<file path="src/rtl/ert_pkg.sv">
`timescale 1ns / 1ps

package ert_pkg;

  // Fixed constants of the estimator.
  localparam int SMOOTH_DIV = 3;
  localparam int GAIN_FAST  = 3;
  localparam int GAIN_SLOW  = 9;
  localparam int VAR_MULT   = 3;
  localparam int RTO_MARGIN = 2;

endpackage

</file>
<file path="src/rtl/ert_timeout.sv">
`timescale 1ns / 1ps

module ert_timeout
  import ert_pkg::*;
#(
  parameter int TICK_WIDTH = 24
) (
  input  logic [TICK_WIDTH-1:0] rtt,
  input  logic [TICK_WIDTH+1:0] smoothed_mag,
  input  logic                  smoothed_pos,
  input  logic [TICK_WIDTH+1:0] var_mag,
  input  logic                  var_pos,
  output logic [TICK_WIDTH+1:0] rto
);

  localparam int MW = TICK_WIDTH + 2;
  localparam int SW = MW + 2;

  logic [SW-1:0] s_x;
  logic [SW-1:0] v3;
  logic [SW-1:0] floor_val;
  logic [SW-1:0] sum;
  logic [SW-1:0] rto_w;

  always_comb begin
    s_x       = SW'(smoothed_mag);
    v3        = SW'(var_mag) * SW'(VAR_MULT);
    floor_val = SW'(rtt) + SW'(RTO_MARGIN);
    sum       = '0;
    rto_w     = floor_val;
    // Every sign case that would come out negative falls back to the floor.
    if (smoothed_pos && var_pos) begin
      sum   = s_x + v3;
      rto_w = (floor_val > sum) ? floor_val : sum;
    end else if (smoothed_pos) begin
      if (s_x >= v3) begin
        sum   = s_x - v3;
        rto_w = (floor_val > sum) ? floor_val : sum;
      end
    end else if (var_pos) begin
      if (v3 >= s_x) begin
        sum   = v3 - s_x;
        rto_w = (sum >= floor_val) ? sum : floor_val;
      end
    end
    rto = (|rto_w[SW-1:MW]) ? {MW{1'b1}} : rto_w[MW-1:0];
  end

endmodule

</file>
<file path="config.mk">
export PLATFORM = sky130hd
export DESIGN_NAME = ert_timeout
export DESIGN_NICKNAME = d
export VERILOG_FILES = /design/src/rtl/ert_pkg.sv /design/src/rtl/ert_timeout.sv
export SDC_FILE = /design/constraint.sdc
export NUM_CORES = 1
export LEC_CHECK = 0
export BUFFER_PORTS_ARGS = -buffer_cell sky130_fd_sc_hd__buf_2
export CELL_PAD_IN_SITES_DETAIL_PLACEMENT = 2
export CELL_PAD_IN_SITES_GLOBAL_PLACEMENT = 2
export CORE_MARGIN = 4
export CORE_UTILIZATION = 32
export DETAILED_ROUTE_END_ITERATION = 8
export PLACE_DENSITY = 0.79
export SLEW_MARGIN = 25
export SYNTH_ARGS = -nofsm -noshare
export SYNTH_HDL_FRONTEND = slang
export SYNTH_SLANG_ARGS = --single-unit
</file>
<file path="constraint.sdc">
create_clock -name vclk -period 16
set_input_delay 4.8 -clock vclk [all_inputs]
set_output_delay 4.8 -clock vclk [all_outputs]
set_load 0.02 [all_outputs]
</file>
* Yosys cells after proc, flatten, opt, wreduce, memory -nomap -nowiden *
Index checks and enable logic that the tools add are counted.

storage, ports and cells
  register bits = 0
  output and inout port bits = 26
  bits in read-only memories = 0
  memories kept = 0
  memory bits (writable) = 0
  bits in latches = 0
  logic and storage cells = 21
  input port bits = 78

cells by class
  reduce and logical (&&, ||, !) cells = 2
  mux-type cells = 9
  bitwise gates (word level) = 0
  eq/ne operators = 0
  multipliers = 1
  shift-type cells = 0
  order comparisons = 5
  add/sub/neg operators = 4
  divide/modulo/power cells = 0

operators by type and width
  cell                     number
  $mux W28                 8
  $gt A25 B28 Y1           2
  $add A26 B28 Y28         1
  $ge A26 B28 Y1           1
  $ge A28 B25 Y1           1
  $ge A28 B26 Y1           1
  $mul A26 B2 Y28 const B  1
  $sub A26 B28 Y28         1
  $sub A28 B26 Y28         1
  $mux W26                 1
  $add A24 B2 Y25 const B  1
  $reduce_or A2 Y1         1
  $logic_and A1 B1 Y1      1

* Longest topological paths before layout *
Gate-level depths: netlist of run 1.

  depth after elaboration = 10
  gate-level depth with buffers = 35
  gate-level depth less buffers = 31

* Worst setup path after synthesis of run 1 *
No wires, ideal clock.

  kind = input-to-output
  start point = input port var_mag[0]
  end point = output port rto[0]
  arrival = 11.252 ns
  setup slack = -0.052 ns
  cell stages on the path = 33
  path buffers = 2
  cells stage by stage = ha_1 -> fa_1 -> a211oi_1 -> o211ai_1 -> a41oi_1 -> nor2_1 -> nand2_1 -> a21oi_1 -> a21o_1 -> a21oi_1 -> xnor2_1 -> ha_1 -> clkbuf_1 -> nand2_1 -> nor4_1 -> inv_1 -> o21ai_0 -> a21oi_1 -> xnor2_1 -> ha_1 -> a21oi_1 -> o21ai_0 -> a2111o_1 -> o221ai_1 -> o21ai_0 -> nor3b_1 -> mux2_2 -> nand3_1 -> nand3_1 -> buf_2 -> mux2i_1 -> o21ai_1 -> o31ai_1

between the ends
  longest elaborated chain between the ends = 10
  elaborated cells between the ends (all ways) = 19

RTL lines
  element            RTL line           source
  start, declared    ert_timeout.sv:11  input logic [TICK_WIDTH+1:0] var_mag,
  $mul A26 B2 Y28 *  ert_timeout.sv:27  v3 = SW'(var_mag) * SW'(VAR_MULT);
  $sub A28 B26 Y28   ert_timeout.sv:42  sum = v3 - s_x;
  $ge A28 B25 Y1     ert_timeout.sv:43  rto_w = (sum >= floor_val) ? sum : floor_val;
  $mux W28           ert_timeout.sv:43
  $mux W28           ert_timeout.sv:41  if (v3 >= s_x) begin
  $mux W28           ert_timeout.sv:40  end else if (var_pos) begin
  $mux W28           ert_timeout.sv:35  end else if (smoothed_pos) begin
  $mux W28 *         ert_timeout.sv:32  if (smoothed_pos && var_pos) begin
  $reduce_or A2 Y1   ert_timeout.sv:46  rto = (|rto_w[SW-1:MW]) ? {MW{1'b1}} : rto_w[MW-1:0];
  $mux W26 *         ert_timeout.sv:46
  end, declared      ert_timeout.sv:13  output logic [TICK_WIDTH+1:0] rto

Mark *: on every way between the ends. The rest lies on a longest branch, timed or not.

* Final worst setup path of run 1 *
  start point = input port var_mag[0]
  end point = output port rto[7]

Same word-level chain as after synthesis.

==> run metrics, run 1 <==
Max Fclk=60.9 MHz; Synth area leader=ha_1; slowest CP cell=fa_2; Synth cell types=77; initial antenna violation count=1; switching power=0.000995 W; failing checks=setup timing; CP delay by family, top=compound AO/OA/AOI/OAI gates; final instance area=0.0128 mm²; syn avg cell area=7.07 µm²; setup ws final=-0.427 ns; RD Place Congestion=0.931; Worst Hold Margin=10.13 ns; Initial Utilization=32.4%; number of core rows=61; Final period util=103%; Seq cells=0; top-count cell post-synth=ha_1; Final Critical Period=16.43 ns; total grt overflow=0; total number of vias=12300; synthesized area=0.00904 mm²; crit path capture type=primary output; slew of the pin with the lowest slew margin=1.09 ns; ant diodes=0; max-slew violations=0; sw frac=59.1%; share of layout cells above drive strength 1=35.2%; DRT Wirelength=59100 µm; 1st-iter DRT viols=1015; GR Util All Layers=27.3%; crit-path max cell delay=0.42 ns; RSZ-0062 raised after global routing=true; startpoint class of the critical path=input port; status=finished, violations left; Syn Inst Count=1279; static leakage=6.11 nW; slew margin rel.=27.0%; Final Hold Vio Count=0; # DRC=0; P_int=0.000689 W; Crit Path Max Fanout=6; # nets final=1830; chip width=176 µm; area of the multi-input gates=0.00942 mm²; die area=0.0310 mm²; Min-Delay Endpoint=rto[0]; clock group share of total power=0%; yosys warns=0; max cap viols=0; IO Port Bufs=104; Area after DPL=0.0113 mm²; Post-CTS Hold Buffers=0; worst hold path startpoint=rtt[0]; Hold Path Class=in -> out; WP data required=11.20 ns; Synth-to-Final Area Change=41.9%; commonest cells in the netlist=182 x ha_1, 155 x a21oi_1, 112 x inv_1; first-pass GRT wire length=68900 µm; Die Y=176 µm; # setup viols final=26; Seq pwr share=0%; FF/Latch Area=0 µm²; antenna viol nets, final=0; vias per cell=6.33; largest net degree at the start of global routing=39; syn_nets=1543; DR pass1 iterations=6; combinational power share=100.0%; hold path depth=4; DPL Wire Length=38100 µm; number of global-route vias before repair=12300; cell mode on critical path=buf_4; count of buffer and inverter cells on the critical path=8; crit path DAT=11.63 ns; synth top area cells=ha_1 25%, a21oi_1 8.6%, xnor2_1 8.1%, inv_1 4.7%, o21ai_0 4.6%; Avg WL per Cell=30.5 µm; Cells after DPL=1899; Finished Layout Cells=1942; sequential area share after synthesis=0%; worst vdd ir=0.0295 mV; area fraction of the dominant cell type after synthesis=25.2%; Pwr Density=131 mW/mm²; Core Region=0.0279 mm²; fillcell total=3189; Crit Path Class=in -> out; I/O Pins=104; CLK BUF=0
## worst max-delay path by stage
| stage | start | end | slack, ns | depth (start not counted) |
|---|---|---|---|---|
| after floorplan | var_mag[0] | rto[0] | 0.09 | 33 |
| after global placement | var_mag[0] | rto[11] | -0.27 | 37 |
| after detailed placement | var_mag[0] | rto[11] | -0.42 | 37 |
| after CTS | var_mag[1] | rto[3] | 0.004 | 36 |
| after global routing | var_mag[0] | rto[13] | -0.65 | 35 |
| final | var_mag[0] | rto[7] | -0.43 | 35 |
## routing by layer
metal	GRT usage [%]	part of all wire [%]	vias to the layer above	wire [µm]
met1	35.8	40	6166	23800
met3	1.54	5.6	241	3330
met4	5.88	6.1	2	3600
met2	49.6	48	646	28400
met5	0	0.022	-	13
li1	-	-	5230	-
## power groups by stage
stage	clock, W	combinational [W]	sequential (W)
2_1_floorplan	0	0.000769	0
3_3_place_gp	0	0.00123	0
3_5_place_dp	0	0.00131	0
4_1_cts	0	0.00134	0
5_1_grt	0	0.00175	0
6_report	0	0.00168	0
## metrics by stage
step | utilization, % | TNS, ns | power (W) | setup WS [ns]
after floorplan | - | 0 | 0.000769 | 0.0871
after global placement | 40.5 | -3.68 | 0.00123 | -0.272
after CTS | 41.4 | 0 | 0.00134 | 0.00437
after global routing | 46.0 | -14.36 | 0.00175 | -0.647
final | 46.0 | -8.72 | 0.00168 | -0.427
after detailed placement | 40.5 | -9.49 | 0.00131 | -0.423
## placed cells by master, fill, tap and decap left out, drive strengths merged, types with 17 or more instances in the layout
master / n
ha: 182
xor2: 31
nor2: 105
inv: 114
xnor2: 84
nand4: 25
nor3: 29
a21o: 38
and3: 20
buf: 332
nand2: 67
mux2: 17
o21bai: 24
a21oi: 156
o21ai: 87
nand3: 28
o221ai: 27
## layout make-up
cell class / instances / share of cell area, %
Multi-Input combinational cell: 1110 / 73.4
Timing Repair Buffer: 336 / 19.4
Tap cell: 378 / 3.69
Inverter: 118 / 3.48
## what timing repair did
| item | in CTS | in global routing |
|---|---|---|
| gates cloned | 0 | 4 |
| resized for setup | 53 | 189 |
| setup buffers | 7 | 35 |
| endpoints found under the setup margin | 26 | 26 |
| pin swaps | 15 | 96 |
## cell families (layout without fill, tap and decap cells)
group / count (synthesis) / in the layout / share of synthesized area, %
AOI/OAI and AO/OA: 453 / 453 / 33.5
xor gates and xnor gates: 115 / 115 / 11.1
adders and majority gates: 186 / 186 / 26.1
buffers and inverters: 169 / 454 / 7.52
muxes: 29 / 29 / 4.07
and+or+nand+nor: 327 / 327 / 17.7
(Power assumes the default switching activity.)
==> run 2, diff against run 1 <==
--- a/config.mk
+++ b/config.mk
@@ -11,7 +11,7 @@
 export CORE_MARGIN = 4
 export CORE_UTILIZATION = 32
 export DETAILED_ROUTE_END_ITERATION = 8
-export PLACE_DENSITY = 0.79
+export PLACE_DENSITY_LB_ADDON = 0.15
 export SLEW_MARGIN = 25
 export SYNTH_ARGS = -nofsm -noshare
 export SYNTH_HDL_FRONTEND = slang
==> constraint.sdc (replaced) <==
create_clock -name vclk -period 16
set_input_delay 4.8 -clock vclk [all_inputs]
set_output_delay 4.8 -clock vclk [all_outputs]
set_load 0.005 [all_outputs]
==> run metrics, run 2 (synthesis results as in run 1) <==
crit-path max cell delay=0.42 ns (about the same); fillcell total=3266 (was 3189); hold path depth=4 (unchanged); Core Region=0.0279 mm² (unchanged); grt met3 use=0.685% (was 1.54%); Hold Path Class=in -> out (unchanged); crit path DAT=11.18 ns (was 11.63 ns); Setup Slack @ Placement=-0.583 ns (was -0.423 ns); WP data required=11.20 ns (about the same); vias per cell=5.88 (was 6.33); # setup viols final=0 (was 26); ant diodes=0 (unchanged); IO Port Bufs=104 (unchanged); Crit Path Class=in -> out (unchanged); Min-Delay Endpoint=rto[0] (unchanged); slowest CP cell=ha_1 (was fa_2); startpoint class of the critical path=input port (unchanged); initial antenna violation count=0 (was 1); status=complete, no violations (was finished, violations left); max-slew violations=0 (unchanged); Avg WL per Cell=25.2 µm (was 30.5 µm); I/O Pins=104 (unchanged); number of core rows=61 (unchanged); worst vdd ir=0.0260 mV (was 0.0295 mV); most frequent cells in the layout=226 x buf_4, 161 x ha_1, 126 x a21oi_1 (was 232 x buf_4, 160 x ha_1, 128 x a21oi_1); Final period util=99.9% (was 103%); total grt overflow=0 (unchanged); die area=0.0310 mm² (unchanged); share of layout cells above drive strength 1=33.8% (was 35.2%); worst hold path startpoint=rtt[0] (unchanged); commonest non-fill, non-tap cell in the layout=buf_4 (unchanged); cell mode on critical path=buf_4 (unchanged); CP Depth=35 (unchanged); CP delay by family, top=compound AO/OA/AOI/OAI gates (unchanged); Seq cells=0 (unchanged); GR Util All Layers=26.4% (was 27.3%); DPL Wire Length=36300 µm (was 38100 µm); Finished Layout Cells=1951 (was 1942); DRT Wirelength=49200 µm (was 59100 µm); RD Place Congestion=0.907 (was 0.931); Max Fclk=62.6 MHz (was 60.9 MHz); slew of the pin with the lowest slew margin=1.12 ns (was 1.09 ns); met2 Use GR=45.5% (was 49.6%); CLK BUF=0 (unchanged); met1 usage=36.8% (was 35.8%); Pwr Density=120 mW/mm² (was 131 mW/mm²); Cells after DPL=1908 (was 1899); static leakage=6.03 nW (was 6.11 nW); count of buffer and inverter cells on the critical path=9 (was 8); max cap viols=0 (unchanged); DR pass1 iterations=5 (was 6); chip width=176 µm (unchanged); total number of vias=11500 (was 12300); crit path capture type=primary output (unchanged); Final Hold Vio Count=0 (unchanged); setup ws final=0.0176 ns (was -0.427 ns); Final Critical Period=15.98 ns (was 16.43 ns); FF/Latch Area=0 µm² (unchanged); largest net degree at the start of global routing=39 (unchanged); number of global-route vias before repair=11900 (was 12300); most used routing layer=met2 (unchanged); Die Y=176 µm (unchanged); RSZ-0062 raised after global routing=true (unchanged); # DRC=0 (unchanged); # nets final=1839 (was 1830); Synth-to-Final Area Change=38.5% (was 41.9%); Crit Path Max Fanout=6 (unchanged); slew margin rel.=25.1% (was 27.0%); 1st-iter DRT viols=629 (was 1015); Initial Utilization=32.4% (unchanged); TNS Setup=0 ns (was -8.72 ns); antenna viol nets, final=0 (unchanged); first-pass GRT wire length=66100 µm (was 68900 µm)
[run 2: how the worst max path moves through the flow]
stage,start,endpoint,slack (ns)
after floorplan,var_mag[0],rto[0],0.27
after global placement,var_mag[0],rto[20],-0.30
after detailed placement,var_mag[0],rto[13],-0.58
after CTS,var_mag[0],rto[0],0.007
after global routing,var_mag[2],rto[13],-0.30
final,var_mag[5],rto[13],0.02
[run 2: per-layer routing]
| metal | vias to the layer above | wire (µm) |
|---|---|---|
| met5 | - | 0 |
| met4 | 0 | 1370 |
| met3 | 85 | 1900 |
| met2 | 345 | 23900 |
| met1 | 5807 | 22000 |
| li1 | 5241 | - |
[run 2: layout make-up]
cell class / count / area [µm²] / share of cell area (%)
repair buffers: 345 / 2500 / 19.9
multi-input cells: 1110 / 9110 / 72.7
well taps: 378 / 473 / 3.78
inverters: 118 / 443 / 3.54
[run 2: stage by stage]
| stage | total power [W] | utilization [%] | instance area (µm²) | hold WS (ns) |
|---|---|---|---|---|
| after floorplan | 0.000743 | - | 9040 | 9.85 |
| after global placement | 0.00124 | 40.9 | 11400 | 10.09 |
| after detailed placement | 0.00128 | 40.9 | 11400 | 10.09 |
| after CTS | 0.00132 | 41.8 | 11700 | 10.09 |
| after global routing | 0.00160 | 44.9 | 12500 | 10.16 |
| final | 0.00151 | 44.9 | 12500 | 10.09 |
[run 2: what timing repair did]
action / in CTS / in global routing
hold buffers: 0 / 0
endpoints found under the setup margin: 26 / 26
pin swaps: 15 / 45
cloned: 0 / 3
gates resized for setup: 39 / 137
buffers inserted: 15 / 25
[run 2: report_power, final]
| group | total [W] | internal [W] | switching, W |
|---|---|---|---|
| Clock | 0 | 0 | 0 |
| Combinational | 0.00151 | 0.000658 | 0.000847 |
| Sequential | 0 | 0 | 0 |
